$ cat config.mk
export PLATFORM = sky130hd
export DESIGN_NAME = mrfc_alu
export DESIGN_NICKNAME = d
export VERILOG_FILES = /design/src/rtl/mrfc_pkg.sv /design/src/rtl/mrfc_alu.sv
export SDC_FILE = /design/constraint.sdc
export NUM_CORES = 2
export LEC_CHECK = 0
export ABC_AREA = 1
export BUFFER_PORTS_ARGS = -buffer_cell sky130_fd_sc_hd__buf_2
export CORE_UTILIZATION = 50
export DETAILED_ROUTE_END_ITERATION = 8
export MAX_ROUTING_LAYER = met4
export PLACE_DENSITY_LB_ADDON = 0.1
export SETUP_SLACK_MARGIN = 0.02
export SLEW_MARGIN = 10
export SYNTH_ARGS = -nofsm -noshare
export SYNTH_HDL_FRONTEND = slang
export SYNTH_SLANG_ARGS = --single-unit
$ cat constraint.sdc
create_clock -name clk -period 23.3 [get_ports clk]
set_clock_uncertainty 0.1 [all_clocks]
set_input_delay 4.66 -clock clk [delete_from_list [all_inputs] [get_ports clk]]
set_output_delay 4.66 -clock clk [all_outputs]
set_load 0.01 [all_outputs]
$ cat src/rtl/mrfc_pkg.sv
// shared types and constants for the muller cubic root finder
package mrfc_pkg;

  localparam int FRAC_BITS_DEF = 20;
  localparam int ITER_W = 8;
  localparam int TOL_W = 31;

  localparam logic [TOL_W-1:0] STEP_TOL_RESET = 31'd105;
  localparam logic [ITER_W-1:0] ITER_LIMIT_RESET = 8'd50;
  localparam logic [ITER_W-1:0] ITER_START = 8'd3;

  // register indexes
  localparam logic [0:0] REG_STEP_TOL = 1'b0;
  localparam logic [0:0] REG_ITER_LIMIT = 1'b1;

  typedef enum logic [1:0] {
    OUT_CONVERGED = 2'd0,
    OUT_LIMIT     = 2'd1,
    OUT_NEG_DISC  = 2'd2,
    OUT_FAULT     = 2'd3
  } outcome_t;

  // arithmetic unit operations
  typedef enum logic [1:0] {
    OP_MUL  = 2'd0,
    OP_DIV  = 2'd1,
    OP_SQRT = 2'd2
  } alu_op_t;

  // sequencer states
  typedef enum logic [5:0] {
    S_IDLE,
    // cubic of an operand: x2 = x*x, x3 = x2*x, combine
    S_CUB_X2, S_CUB_X3, S_CUB_SUM,
    // setup and refit steps
    S_F0, S_F1, S_F2,
    S_H, S_Q1, S_Q2, S_D,
    // iteration
    S_IT_HD, S_IT_B, S_IT_BB, S_IT_FD, S_IT_DISC,
    S_IT_SQRT, S_IT_E, S_IT_STEP, S_IT_CHECK,
    S_WAIT_ALU,
    S_DONE
  } state_t;

  typedef struct packed {
    logic                    start;
    alu_op_t                 op;
    logic signed [63:0]      a;
    logic signed [63:0]      b;
  } alu_req_t;

  typedef struct packed {
    logic               done;
    logic               fault;
    logic signed [63:0] res;
  } alu_rsp_t;

  function automatic logic fits32(input logic signed [63:0] v);
    return (v <= 64'sd2147483647) && (v >= -64'sd2147483648);
  endfunction

  function automatic logic [63:0] mag64(input logic signed [63:0] v);
    return v[63] ? (64'd0 - 64'(v)) : 64'(v);
  endfunction

endpackage

$ cat src/rtl/mrfc_alu.sv
// shared multi-cycle unit: rounded fixed-point multiply, rounded divide, integer square root
module mrfc_alu
  import mrfc_pkg::*;
#(
  parameter int FRAC_BITS = FRAC_BITS_DEF
) (
  input  logic     clk,
  input  logic     rst,
  input  alu_req_t req,
  output alu_rsp_t rsp
);

  localparam int CW = 7;

  typedef enum logic [1:0] {A_IDLE, A_MUL, A_DIV, A_SQRT} astate_t;

  astate_t     st;
  logic [CW-1:0] cnt;
  logic        neg;
  logic [63:0] acc;     // multiply product, division remainder, sqrt remainder
  logic [63:0] opa;     // dividend bits / radicand / multiplicand
  logic [63:0] opb;     // divisor / multiplier
  logic [63:0] quo;     // quotient or root
  logic [63:0] mb;      // full product after both multiply passes
  logic        dfault;

  logic [63:0] rem_sh;
  logic [63:0] sq_try;
  logic [63:0] rnd;
  logic [63:0] mag_r;

  logic [31:0] mhalf;
  logic [63:0] pp;
  logic        mul_ovf;
  logic        div_ovf;
  logic signed [63:0] mul_res;
  logic signed [63:0] div_res;

  // result with sign; overflow if magnitude exceeds 2^31, or signed result out of range
  function automatic logic signed [63:0] signed_fit(input logic [63:0] m, input logic n,
                                                    output logic f);
    logic signed [63:0] v;
    begin
      f = 1'b0;
      v = 64'sd0;
      if (m > 64'h8000_0000) begin
        f = 1'b1;
      end else begin
        v = n ? -$signed(m) : $signed(m);
        if (!fits32(v)) f = 1'b1;
      end
      return f ? 64'sd0 : v;
    end
  endfunction

  always_comb begin
    rem_sh = {acc[62:0], opa[63]};
    sq_try = {quo[61:0], 2'b01};
    mhalf = cnt[0] ? opb[63:32] : opb[31:0];
    pp = {32'd0, opa[31:0]} * {32'd0, mhalf};
    mb = acc + (pp << 32);
    rnd = (mb + (64'd1 << (FRAC_BITS - 1))) >> FRAC_BITS;
    // round to nearest: compare remainder against divisor/2
    mag_r = quo + ((acc >= (opb - (opb >> 1))) ? 64'd1 : 64'd0);
    mul_res = signed_fit(rnd, neg, mul_ovf);
    div_res = signed_fit(mag_r, neg, div_ovf);
  end

  always_ff @(posedge clk) begin
    if (rst) begin
      st <= A_IDLE;
      rsp <= '0;
      cnt <= '0;
    end else begin
      case (st)
        A_IDLE: begin
          rsp.done <= 1'b0;
          if (req.start) begin
            neg <= req.a[63] ^ req.b[63];
            cnt <= '0;
            acc <= '0;
            quo <= '0;
            dfault <= 1'b0;
            case (req.op)
              OP_MUL: begin
                opa <= mag64(req.a);
                opb <= mag64(req.b);
                st <= A_MUL;
              end
              OP_DIV: begin
                opa <= mag64(req.a) << FRAC_BITS;
                opb <= mag64(req.b);
                dfault <= (req.b == 64'sd0);
                st <= A_DIV;
              end
              OP_SQRT: begin
                opa <= 64'(req.a) << FRAC_BITS;
                st <= A_SQRT;
              end
              default: st <= A_IDLE;
            endcase
          end
        end
        A_MUL: begin
          // operands are 32-bit magnitudes (at most 2^31): two 32x32 passes
          if (cnt == CW'(0)) begin
            acc <= pp;
            cnt <= CW'(1);
            rsp.done <= 1'b0;
          end else begin
            rsp.res <= mul_res;
            rsp.fault <= mul_ovf;
            rsp.done <= 1'b1;
            st <= A_IDLE;
          end
        end
        A_DIV: begin
          if (dfault) begin
            rsp.res <= '0;
            rsp.fault <= 1'b1;
            rsp.done <= 1'b1;
            st <= A_IDLE;
          end else if (cnt == CW'(64)) begin
            rsp.res <= div_res;
            rsp.fault <= div_ovf;
            rsp.done <= 1'b1;
            st <= A_IDLE;
          end else begin
            if (rem_sh >= opb || acc[63]) begin
              acc <= rem_sh - opb;
              quo <= {quo[62:0], 1'b1};
            end else begin
              acc <= rem_sh;
              quo <= {quo[62:0], 1'b0};
            end
            opa <= {opa[62:0], 1'b0};
            cnt <= cnt + CW'(1);
            rsp.done <= 1'b0;
          end
        end
        A_SQRT: begin
          if (cnt == CW'(32)) begin
            rsp.res <= $signed(quo);
            rsp.fault <= 1'b0;
            rsp.done <= 1'b1;
            st <= A_IDLE;
          end else begin
            // two radicand bits per step
            if ({acc[61:0], opa[63:62]} >= sq_try) begin
              acc <= {acc[61:0], opa[63:62]} - sq_try;
              quo <= {quo[62:0], 1'b1};
            end else begin
              acc <= {acc[61:0], opa[63:62]};
              quo <= {quo[62:0], 1'b0};
            end
            opa <= {opa[61:0], 2'b00};
            cnt <= cnt + CW'(1);
            rsp.done <= 1'b0;
          end
        end
        default: begin
          rsp.done <= 1'b0;
          st <= A_IDLE;
        end
      endcase
    end
  end

endmodule

==> impl_metrics.yaml <==
worst_setup_path:
  start_kind: "register"
  end_kind: "register"
  worst_r2r_endpoint: "rsp[41]"
  path_class: "reg -> reg"
  crit_path_max_fanout: 33
  cp_slowest_stage_delay_ns: 1.00
  cp_common_cell: "inv_1"
  rr_startpoint: "cnt[0]"
  cpMaxStageDelayCell: "inv_1"
  cp.arrival_ns: 13.93
  critical_path_required_ns: 23.80
  r2r_slack_ns: 9.87
  reg2reg_depth: 49
worst_hold_path:
  hp-class: "reg -> reg"
  holdPathStages: 2
  min_to: "cnt[1]"
  hp-start: "cnt[1]"
drt:
  drt_iter0_markers: 8442
  drt.antenna.violating_nets: 0
  post-route-drc-count: 0
  first_pass_iters: 8
  routed_wl_um: 324000
  wl_per_cell_um: 25.5
  vias_per_cell: 5.95
  dr_total_vias: 75500
clock_network:
  cts_max_path_buffers: 3
  clock-sinks: 333
  cts_hold_buf: 0
  cts_resized: 0
  cts.clk_slew.worst_paths_ns: 0.06
  cts_htree_levels: 2
  cts_setup_buffers: 0
  worstSkewPairLatency_ns: 0.66
  cts_tree: "done"
  cts_buffers: 46
  cts_root_buf: "clkbuf_16"
timing:
  tns_ns: 0
  worstMarginPinSlew_ns: 1.27
  fmax_mhz: 74.5
  finalCritPeriodShare: 0.576
  finalSetupViolations: 0
  rsz0062_at_grt: "no"
  finalHoldViolations: 0
  slew_viol_final: 0
  min_period_ns: 13.43
  slew_headroom: 0.150
grt:
  grt_max_degree: 85
  gr-total-overflow: 0
  track_usage: 0.442
  grt_pass1_wl_um: 479000
  grt_antenna_before_repair: 15
  grt_pass1_vias: 74600
final_layout:
  fin_nets: 12300
  fillers: 14900
  synthToLayoutAreaGrowth_pct: 6.18
  drive_gt1_frac: 0.0499
  stdcell_area_sq_mm: 0.0789
run:
  cap_violations: 0
synthesis:
  netlist_area_sq_mm: 0.0743
  synth-edff-count: 258
  synthArstFlopShare: 0
  synth_nets: 12300
  syn-instance-count: 10700
  avgSynthCellArea_sq_um: 6.94
  ys_types: 63
  ys_seq_elements: 333
  synth_warnings: 0
  synth-seq-area-share: 0.125
  ys.flop_type: "edfxtp_1"
run_status:
  run_status: "complete, no violations"
floorplanning:
  ios: 199
  coreArea_sq_mm: 0.148
  dieHeight_um: 387
  dieArea_sq_mm: 0.150
  row_count: 141
  start_util: 0.503
  die_x_um: 387
placement:
  hpwl_um: 264000
  numPortBuffers: 198
  dpl-instance-area_sq_mm: 0.0773
  place.gp.congestion: 1.05
==> flip-flops by register name, summed over array words and instances, names as in the netlist <==
name    flops
st          2
acc        64
opb        64
cnt         7
opa        64
quo        64
dfault      1
neg         1
rsp        66
==> synth_stat cells, drive strengths merged, types with 48 or more instances <==
library cell,count,share of area
xor2,228,0.027
edfxtp,258,0.10
o211ai,54,0.0055
fa,898,0.24
nand3,386,0.026
o21ai,436,0.029
o221ai,52,0.0061
inv,1956,0.099
nor4,48,0.0044
xnor2,154,0.018
a31oi,101,0.0085
nand4,191,0.016
buf,65,0.0045
ha,566,0.095
clkbuf,310,0.016
nor3,64,0.0043
nand2,2509,0.13
a21oi,674,0.046
dfxtp,75,0.020
nor2,1418,0.074
==> cell usage in the layout (no fill, tap or decap), drive strengths merged, types with 25 or more instances in the layout <==
| cell | synthesis | layout |
|---|---|---|
| nand3 | 386 | 386 |
| clkinv | 15 | 33 |
| xor2 | 228 | 228 |
| edfxtp | 258 | 258 |
| fa | 898 | 898 |
| a21oi | 674 | 674 |
| nand3b | 37 | 37 |
| nor2 | 1418 | 1418 |
| inv | 1956 | 1959 |
| nand2 | 2509 | 2509 |
| buf | 65 | 332 |
| nor3 | 64 | 64 |
| a31oi | 101 | 101 |
| o221ai | 52 | 52 |
| clkbuf | 310 | 53 |
| o21ai | 436 | 436 |
| o22ai | 25 | 25 |
| o211ai | 54 | 54 |
| ha | 566 | 566 |
| dfxtp | 75 | 75 |
| xnor2 | 154 | 154 |
| nand4 | 191 | 191 |
| nor4 | 48 | 48 |
==> metal layers <==
metal  global-route usage  vias to the layer above  wire (um)
li1                     -                    33800          -
met1                0.559                    36500     127000
met2                0.649                     4261     137000
met3               0.0939                      949      34500
met4                0.266                        0      24600
met5                    -                        -          0
==> cell families after synthesis <==
family                   synth area share
AND/OR/NAND/NOR                     0.260
XOR/XNOR                           0.0450
adder cells (fa/ha/maj)             0.337
flip-flops                          0.125
AO/OA/AOI/OAI                       0.113
buffers and inverters               0.120
==> cell type report <==
cell class | count | area [sq um] | share of cell area
diodes | 18 | 45.0 | 0.000571
clock buffers | 53 | 1200 | 0.0152
clock inverters | 31 | 337 | 0.00427
inverters | 1971 | 7400 | 0.0939
multi-input cells | 8029 | 56200 | 0.713
flip-flops and latches | 333 | 9250 | 0.117
well taps | 1930 | 2410 | 0.0306
repair buffers | 332 | 2000 | 0.0253
==> metrics by stage <==
step	hold WS (ns)	utilization	cells	worst slack, ns
final	0.425	0.534	12700	9.87
after global routing	0.445	0.534	12700	9.13
after CTS	0.426	0.534	12700	10.23
after detailed placement	0.415	0.523	12600	10.25
after global placement	0.403	0.523	12600	10.31
after floorplan	0.380	-	10700	12.69
==> worst max path at each step <==
stage / from / to / slack [ns] / cells after the start
after floorplan: req[128] / opa[0] / 12.69 / 4
after global placement: cnt[0] / rsp[54] / 10.31 / 52
after detailed placement: cnt[0] / rsp[41] / 10.25 / 49
after CTS: cnt[0] / rsp[41] / 10.23 / 49
after global routing: cnt[0] / rsp[41] / 9.13 / 52
final: cnt[0] / rsp[41] / 9.87 / 49
==> critical path, delay by kind of cell (launching register included) <==
kind	cells	cell delay [ns]
and+or+nand+nor	18	3.90
DFF	1	0.32
buffers and inverters	14	2.37
adders and majority gates	10	4.90
AOI/OAI and AO/OA	6	1.09
xor gates and xnor gates	1	0.65
Power is left out: the tool's default activity adds up to more than one toggle a clock period on the data nets, which glitch-free logic cannot reach.
